**src/lsfa_pkg.sv**
```systemverilog
package lsfa_pkg;

  typedef struct packed {
    logic signed [31:0] force_x;
    logic signed [31:0] force_y;
    logic signed [31:0] force_z;
    logic               object_seen;
    logic signed [31:0] offset_x;
    logic signed [31:0] offset_y;
    logic               base_pos_ok;
    logic signed [31:0] object_x;
    logic signed [31:0] object_y;
  } lsfa_in_t;

  typedef struct packed {
    logic signed [31:0] drive_x;
    logic signed [31:0] drive_y;
    logic signed [31:0] drive_z;
    logic signed [31:0] target_x;
    logic signed [31:0] target_y;
    logic signed [31:0] target_z;
    logic        [16:0] share_out;
    logic        [2:0]  status;
  } lsfa_out_t;

  typedef enum logic [1:0] {
    OP_MUL  = 2'd0,
    OP_DIV  = 2'd1,
    OP_ROOT = 2'd2
  } unit_op_t;

  // register indexes
  localparam logic [2:0] REG_EXPECTED = 3'd0;
  localparam logic [2:0] REG_MAXW     = 3'd1;
  localparam logic [2:0] REG_CEILING  = 3'd2;
  localparam logic [2:0] REG_LEVEL    = 3'd3;
  localparam logic [2:0] REG_TRIGGER  = 3'd4;
  localparam logic [2:0] REG_FINAL    = 3'd5;
  localparam logic [2:0] REG_CONTACT  = 3'd6;

  // status codes
  localparam logic [2:0] ST_NO_MARKER  = 3'd0;
  localparam logic [2:0] ST_TOO_FAR    = 3'd1;
  localparam logic [2:0] ST_MARKER_FAR = 3'd2;
  localparam logic [2:0] ST_COMING     = 3'd3;
  localparam logic [2:0] ST_CARRYING   = 3'd4;
  localparam logic [2:0] ST_UNDER      = 3'd5;
  localparam logic [2:0] ST_HOLDING    = 3'd6;

  localparam logic [31:0] GAIN_W    = 32'd6554;
  localparam logic [31:0] GAIN_FAR  = 32'd3277;
  localparam logic [31:0] GAIN_HOLD = 32'd655;
  localparam logic [31:0] GAIN_Z    = 32'd328;
  localparam logic [31:0] DIST_FAR  = 32'd65536;
  localparam logic [31:0] DIST_NEAR = 32'd7864;
  localparam logic [31:0] DIST_HIGH = 32'd13107;
  localparam logic [31:0] DIST_NONE = 32'd6553600;
  localparam logic [16:0] ONE_Q16   = 17'd65536;

endpackage

```
**src/lsfa_unit.sv**
```systemverilog
module lsfa_unit import lsfa_pkg::*; (
  input  logic        clk,
  input  logic        rst,
  input  logic        start,
  input  unit_op_t    op,
  input  logic [63:0] a,
  input  logic [31:0] b,
  output logic        done,
  output logic [64:0] result
);

  logic [63:0] x;
  logic [64:0] y;
  logic [65:0] r;
  logic [31:0] d;
  logic [5:0]  cnt;
  logic        busy;
  unit_op_t    op_q;

  logic [33:0] div_rr;
  logic        div_bit;
  logic [35:0] rt_rr;
  logic [35:0] rt_trial;
  logic        rt_bit;

  always_comb begin
    div_rr   = {r[32:0], x[63]};
    div_bit  = div_rr >= {2'b00, d};
    rt_rr    = {r[33:0], x[63:62]};
    rt_trial = {1'b0, y[32:0], 2'b01};
    rt_bit   = rt_rr >= rt_trial;
  end

  always_ff @(posedge clk) begin
    if (rst) begin
      busy <= 1'b0;
      done <= 1'b0;
    end else begin
      done <= 1'b0;
      if (start) begin
        busy <= 1'b1;
        op_q <= op;
        d    <= b;
        y    <= '0;
        unique case (op)
          OP_MUL: begin
            r   <= {2'b00, a};
            x   <= {32'd0, b};
            cnt <= 6'd31;
          end
          OP_DIV: begin
            r   <= '0;
            x   <= a;
            cnt <= 6'd63;
          end
          default: begin
            r   <= '0;
            x   <= a;
            cnt <= 6'd31;
          end
        endcase
      end else if (busy) begin
        case (op_q)
          OP_MUL: begin
            if (x[0]) y <= y + r[64:0];
            r <= {r[64:0], 1'b0};
            x <= {1'b0, x[63:1]};
          end
          OP_DIV: begin
            r <= div_bit ? {32'd0, div_rr - {2'b00, d}} : {32'd0, div_rr};
            x <= {x[62:0], div_bit};
          end
          default: begin
            r <= rt_bit ? {30'd0, rt_rr - rt_trial} : {30'd0, rt_rr};
            y <= {y[63:0], rt_bit};
            x <= {x[61:0], 2'b00};
          end
        endcase
        cnt <= cnt - 6'd1;
        if (cnt == 6'd0) begin
          busy <= 1'b0;
          done <= 1'b1;
        end
      end
    end
  end

  assign result = (op_q == OP_DIV) ? {1'b0, x} : y;

endmodule
```
**config.mk**
```make
export PLATFORM = sky130hd
export DESIGN_NAME = lsfa_unit
export DESIGN_NICKNAME = d
export VERILOG_FILES = /design/src/lsfa_pkg.sv /design/src/lsfa_unit.sv
export SDC_FILE = /design/constraint.sdc
export NUM_CORES = 1
export LEC_CHECK = 0
export CAP_MARGIN = 30
export CORE_MARGIN = 10
export CORE_UTILIZATION = 40
export CTS_BUF_LIST = sky130_fd_sc_hd__clkbuf_2
export DETAILED_ROUTE_END_ITERATION = 10
export DONT_BUFFER_PORTS = 1
export PLACE_DENSITY = 0.63
export SLEW_MARGIN = 25
export SYNTH_ARGS = -nofsm -noshare
export SYNTH_HDL_FRONTEND = slang
export SYNTH_SLANG_ARGS = --single-unit
```
**constraint.sdc**
```tcl
create_clock -name clk -period 6.8 [get_ports clk]
set_clock_uncertainty 0.1 [all_clocks]
set_input_delay 0.34 -clock clk [delete_from_list [all_inputs] [get_ports clk]]
set_output_delay 0.34 -clock clk [all_outputs]
set_load 0.02 [all_outputs]
```
# == Yosys cells after proc, flatten, opt, wreduce, memory -nomap -nowiden ==
# Cells that the tools add are included.
# word_totals
regBits,236
latchBits,0
ramBits,0
mem_bits_ro,0
output_inout_bits,66
elab_cells,49
mem_count,0
# op_classes
add_sub_neg,4
n_mul,0
div,0
magnitude_cmp,2
n_eq_ne,4
shifts,0
n_mux,21
bitwise_logic,2
n_reduce_logical,8
# ops
op,n
two-way mux 65 bit,5
one-hot mux 65 bit (2 select lines),2
two-way mux 64 bit,4
one-hot mux 64 bit (2 select lines),1
adder 65 bit,1
greater-or-equal comparator 36 x 35 -> 1 bit,1
two-way mux 36 bit,1
subtractor 36 x 35 -> 36 bit,1
greater-or-equal comparator 34 x 32 -> 1 bit,1
two-way mux 34 bit,1
subtractor 34 x 32 -> 34 bit,1
two-way mux 6 bit,3
logical NOT 6 bit,1
"subtractor 6 x 1 -> 6 bit, second input constant",1
"== test 2 x 1 -> 1 bit, second input constant",2
logical NOT 2 bit,2
two-way mux 1 bit,4
AND reduction 2 bit,2
AND reduction 4 bit,1
"!= test 3 bit, second input constant",1
OR reduction 3 bit,1
"!= test 2 bit, second input constant",1
inverter 1 bit,2
nonzero test 2 bit,1

# == Depth between registers and ports, before layout ==
# logic_depth
ltp_word,5
depth_mapped,16
mapped_depth_nobuf,14

# == Worst setup path before layout ==
# Ideal clock, no wire load.
# synth_path
path_kind,input-to-reg
start,in start
end,"reg cnt[0], enable pin"
setup_time_ns,0.632
arrival_time_ns,6.555
setup_slack_ns,-0.487
path_stages,4
path_buffers,2
cell_sequence,clkbuf_1 -> clkbuf_1 -> nor2_1 -> nor2_1
# synth_between
elab_chain_cells,2
# synth_rtl
item,line_no,source
"start, declared",lsfa_unit.sv:4,"input logic start,"
nonzero test 2 bit (no line),-,
AND reduction 2 bit (no line),-,
"end signal, assigned",lsfa_unit.sv:79,cnt <= cnt - 6'd1;
"end, declared",lsfa_unit.sv:16,logic [5:0] cnt;
# No other way between the ends.
# A chain may end at the register's enable or synchronous reset.

# == Worst setup path after layout ==
# layout_path
start,reg r[4]
end,"reg r[16], data pin"
# layout_between
elab_chain_cells,5
word_cells_on_any_way,9
# layout_rtl
item,line_no,source
"start, declared",lsfa_unit.sv:14,logic [65:0] r;
"start signal, assigned",lsfa_unit.sv:47,"r <= {2'b00, a};"
"start signal, assigned",lsfa_unit.sv:66,"r <= {r[64:0], 1'b0};"
"start signal, assigned",lsfa_unit.sv:70,"r <= div_bit ? {32'd0, div_rr - {2'b00, d}} : {32'd0, div_rr};"
"subtractor 36 x 35 -> 36 bit, or another cell as far along",lsfa_unit.sv:74,"r <= rt_bit ? {30'd0, rt_rr - rt_trial} : {30'd0, rt_rr};"
two-way mux 36 bit or two-way mux 34 bit (tied branches),"lsfa_unit.sv:74, lsfa_unit.sv:70",
one-hot mux 65 bit (2 select lines) (*),lsfa_unit.sv:63,case (op_q)
two-way mux 65 bit (*),lsfa_unit.sv:62,end else if (busy) begin
two-way mux 65 bit (*),lsfa_unit.sv:40,if (start) begin
# Mark *: on every way between the ends. The rest lies on a longest branch, timed or not. The select of a mux whose other input is x is not followed.

==> out/qor.yml <==
viasPerCell: 5.974
p_leak_uw: 0.009504
finalSetupTns_ns: 0
grt_overflow: 0
grt_max_degree: 176
syn_area_sq_um: 20140
cts_tree: "yes"
top_layer_used: "met5"
ant_nets: 0
syn_nets: 2616
cap_violations: 0
ctsResizeCount: 0
area_growth_pct: 17.64
rsz0062_at_grt: "no"
die_area_sq_um: 59720
cts_buffers: 72
met3_length_mm: 5.262
path_cells: "ha_1 -> nand4_1 -> a21oi_1 -> o21ai_1 -> nand3b_1 -> a21oi_1 -> a21oi_4 -> buf_4 -> mux2i_1 -> a221oi_1 -> a22o_1 -> dlygate4sd3_1"
final_hold_viol_count: 0
slew_headroom: 0.3333
die_h_um: 244.4
synth_cell_types: 92
cts_sinks: 236
drt_first_pass_iters: 5
synth_ff_type: "edfxtp_1"
synth-seq-cells: 236
period_needed_ns: 4.934
fin_util: 0.4742
path_max_fanout: 23
clk_pin_slew_ns: 0.10
critical_path_class: "reg -> reg"
p_seq_frac: 0.371
p_int_uw: 2950
crit_path_start: "r[4]"
power_frac_comb: 0.403
hp-class: "in -> reg"
vias: 19640
drive_gt1_frac: 0.07854
io_pins: 167
drc_errors: 0
run_status: "complete, no violations"
port_buffers: 0
ir_drop_uv: 148.9
antenna_found_initial: 6
root_buffer: "clkbuf_2"
wirelength_mm: 74.47
cp.required_ns: 7.46
netlist_instances: 2380
cts_buffer_depth: 3
startpoint_type: "register"
wl_per_cell_um: 22.65
cp_slowest_cell: "a21oi_4"
end_kind: "register"
yosysWarnings: 0
tightestPinTransition_ns: 0.9896
nets: 2803
place.gp.congestion: 0.9428
r2r-start: "r[4]"
slew_violations: 0
drt_iter0_markers: 1774
clk_latency_ns: 1.10
cts_hold_buf: 239
switching_share: 0.4141
dr_wl_met2_mm: 34.80
die_x_um: 244.4
rows: 82
grt_use_total: 0.2410
max_stage_delay_ns: 0.57
period_share: 0.7256
initial_core_util: 0.4031
final_cell_area_sq_um: 23690
place_hpwl_mm: 51.31
postCtsSetupBuffers: 0
wirelength_met1_mm: 32.95
grt_pass1_wl_mm: 114.6
synth.avg_cell_area_sq_um: 8.462
async_reset_ff_frac: 0
fmax_ghz: 0.2027
postPlaceCellArea_sq_um: 20630
finalSetupViolCount: 0
synth-edff-count: 234
power_frac_clock: 0.226
yosysSeqAreaShare: 0.3509
p_total_uw: 5036
powerDensity_nw_per_um2: 212.6
arrival_ns: 5.59
min_from: "a[11]"
p_switching_uw: 2086
htree_levels: 3
core_area_sq_um: 49970
path_common_cell: "a21oi_1"
first_global_vias: 19400
[power groups by stage]
stage                     Clock, uW  Combinational, uW  Sequential [uW]
after global routing           1250               2200             1880
after CTS                      1170               1990             1860
after global placement            0               1800             1890
after detailed placement          0               1810             1890
after floorplan                   0               1400             1860
final                          1140               2030             1870
[cell type report]
type | instances | area, sq um
fill | 4815 | 26270
multi-input combinational | 1875 | 12070
sequential | 236 | 7067
timing repair buffer | 263 | 2646
tap | 672 | 840.8
clock buffer | 100 | 500.5
inverter | 119 | 449.2
clock inverter | 17 | 110.1
antenna | 5 | 12.51
[per-stage QoR]
stage                     worst slack (ns)  hold WS (ns)  cells
after floorplan                     0.7059        0.3193   2380
after global placement               2.180        0.3391   2923
after detailed placement             2.096        0.3391   2925
after CTS                            1.786      0.001121   3281
after global routing                 1.604       0.05718   3287
final                                1.866        0.1143   3287
[kinds of logic after synthesis]
kind of cell	share of synthesized area
xor+xnor	0.05306
buf+inv	0.05343
flops	0.3509
simple gates	0.1661
mux	0.03752
fa+ha+maj	0.08462
compound gates	0.2543
[layer usage]
| metal | GRT usage | vias to the layer above |
|---|---|---|
| met5 | 0 | - |
| met4 | 0.07379 | 2 |
| met3 | 0.04785 | 105 |
| met2 | 0.3916 | 777 |
| met1 | 0.3179 | 9600 |
| li1 | - | 9151 |
[cells in the final DEF (no fill, tap or decap), types with 11 or more instances in the layout]
master and count:
a211oi_1 68, a21o_1 48, a21oi_1 230, a22o_1 36, a31oi_1 44, buf_4 20, clkbuf_2 100, dlygate4sd3_1 238
edfxtp_1 234, ha_1 133, inv_1 109, inv_2 11, mux2i_1 71, nand2_1 344, nand2b_1 14, nand3_1 59
nand4_1 26, nor2_1 196, nor2b_1 23, nor3_1 24, nor4_1 19, o211ai_1 12, o21a_1 11, o21ai_0 149
o21ai_1 29, o21bai_1 25, o31ai_1 20, xnor2_1 88, xor2_1 34
[Yosys cell counts (all sizes together), types with 9 or more instances]
| cell | n | share of area |
|---|---|---|
| a211oi | 70 | 0.027 |
| a21o | 48 | 0.018 |
| a21oi | 235 | 0.059 |
| a221o | 9 | 0.0045 |
| a221oi | 10 | 0.0050 |
| a22o | 36 | 0.016 |
| a31oi | 46 | 0.015 |
| and3 | 9 | 0.0028 |
| buf | 45 | 0.012 |
| clkbuf | 105 | 0.020 |
| edfxtp | 234 | 0.35 |
| ha | 133 | 0.083 |
| inv | 119 | 0.022 |
| mux2i | 71 | 0.035 |
| nand2 | 345 | 0.064 |
| nand2b | 14 | 0.0043 |
| nand3 | 59 | 0.015 |
| nand4 | 27 | 0.0087 |
| nor2 | 206 | 0.039 |
| nor2b | 23 | 0.0071 |
| nor3 | 26 | 0.0067 |
| nor4 | 21 | 0.0076 |
| o211ai | 14 | 0.0057 |
| o21a | 11 | 0.0041 |
| o21ai | 184 | 0.047 |
| o21bai | 26 | 0.0099 |
| o31ai | 24 | 0.011 |
| xnor2 | 88 | 0.038 |
| xor2 | 34 | 0.015 |
[flip-flops by register name, summed over array words and instances (netlist names)]
register	flops
d	32
y	65
x	64
op_q	2
busy	1
done	1
cnt	6
r	65
[final timing paths]
path | end | cells after the start | slack (ns)
min | x[11] | 3 | 0.11
max | r[16] | 12 | 1.87
max reg2reg | r[16] | 12 | 1.87
min reg2reg | y[61] | 2 | 0.47
[worst max-delay path: cells and delay by family (launching register included)]
| kind | cells | cell delay (ns) |
|---|---|---|
| flip-flops | 1 | 0.51 |
| adder cells (fa/ha/maj) | 1 | 0.56 |
| AND/OR/NAND/NOR | 2 | 0.53 |
| AO/OA/AOI/OAI | 6 | 1.64 |
| buffers and inverters | 2 | 0.98 |
| multiplexers | 1 | 0.25 |
(Power assumes the default switching activity.)
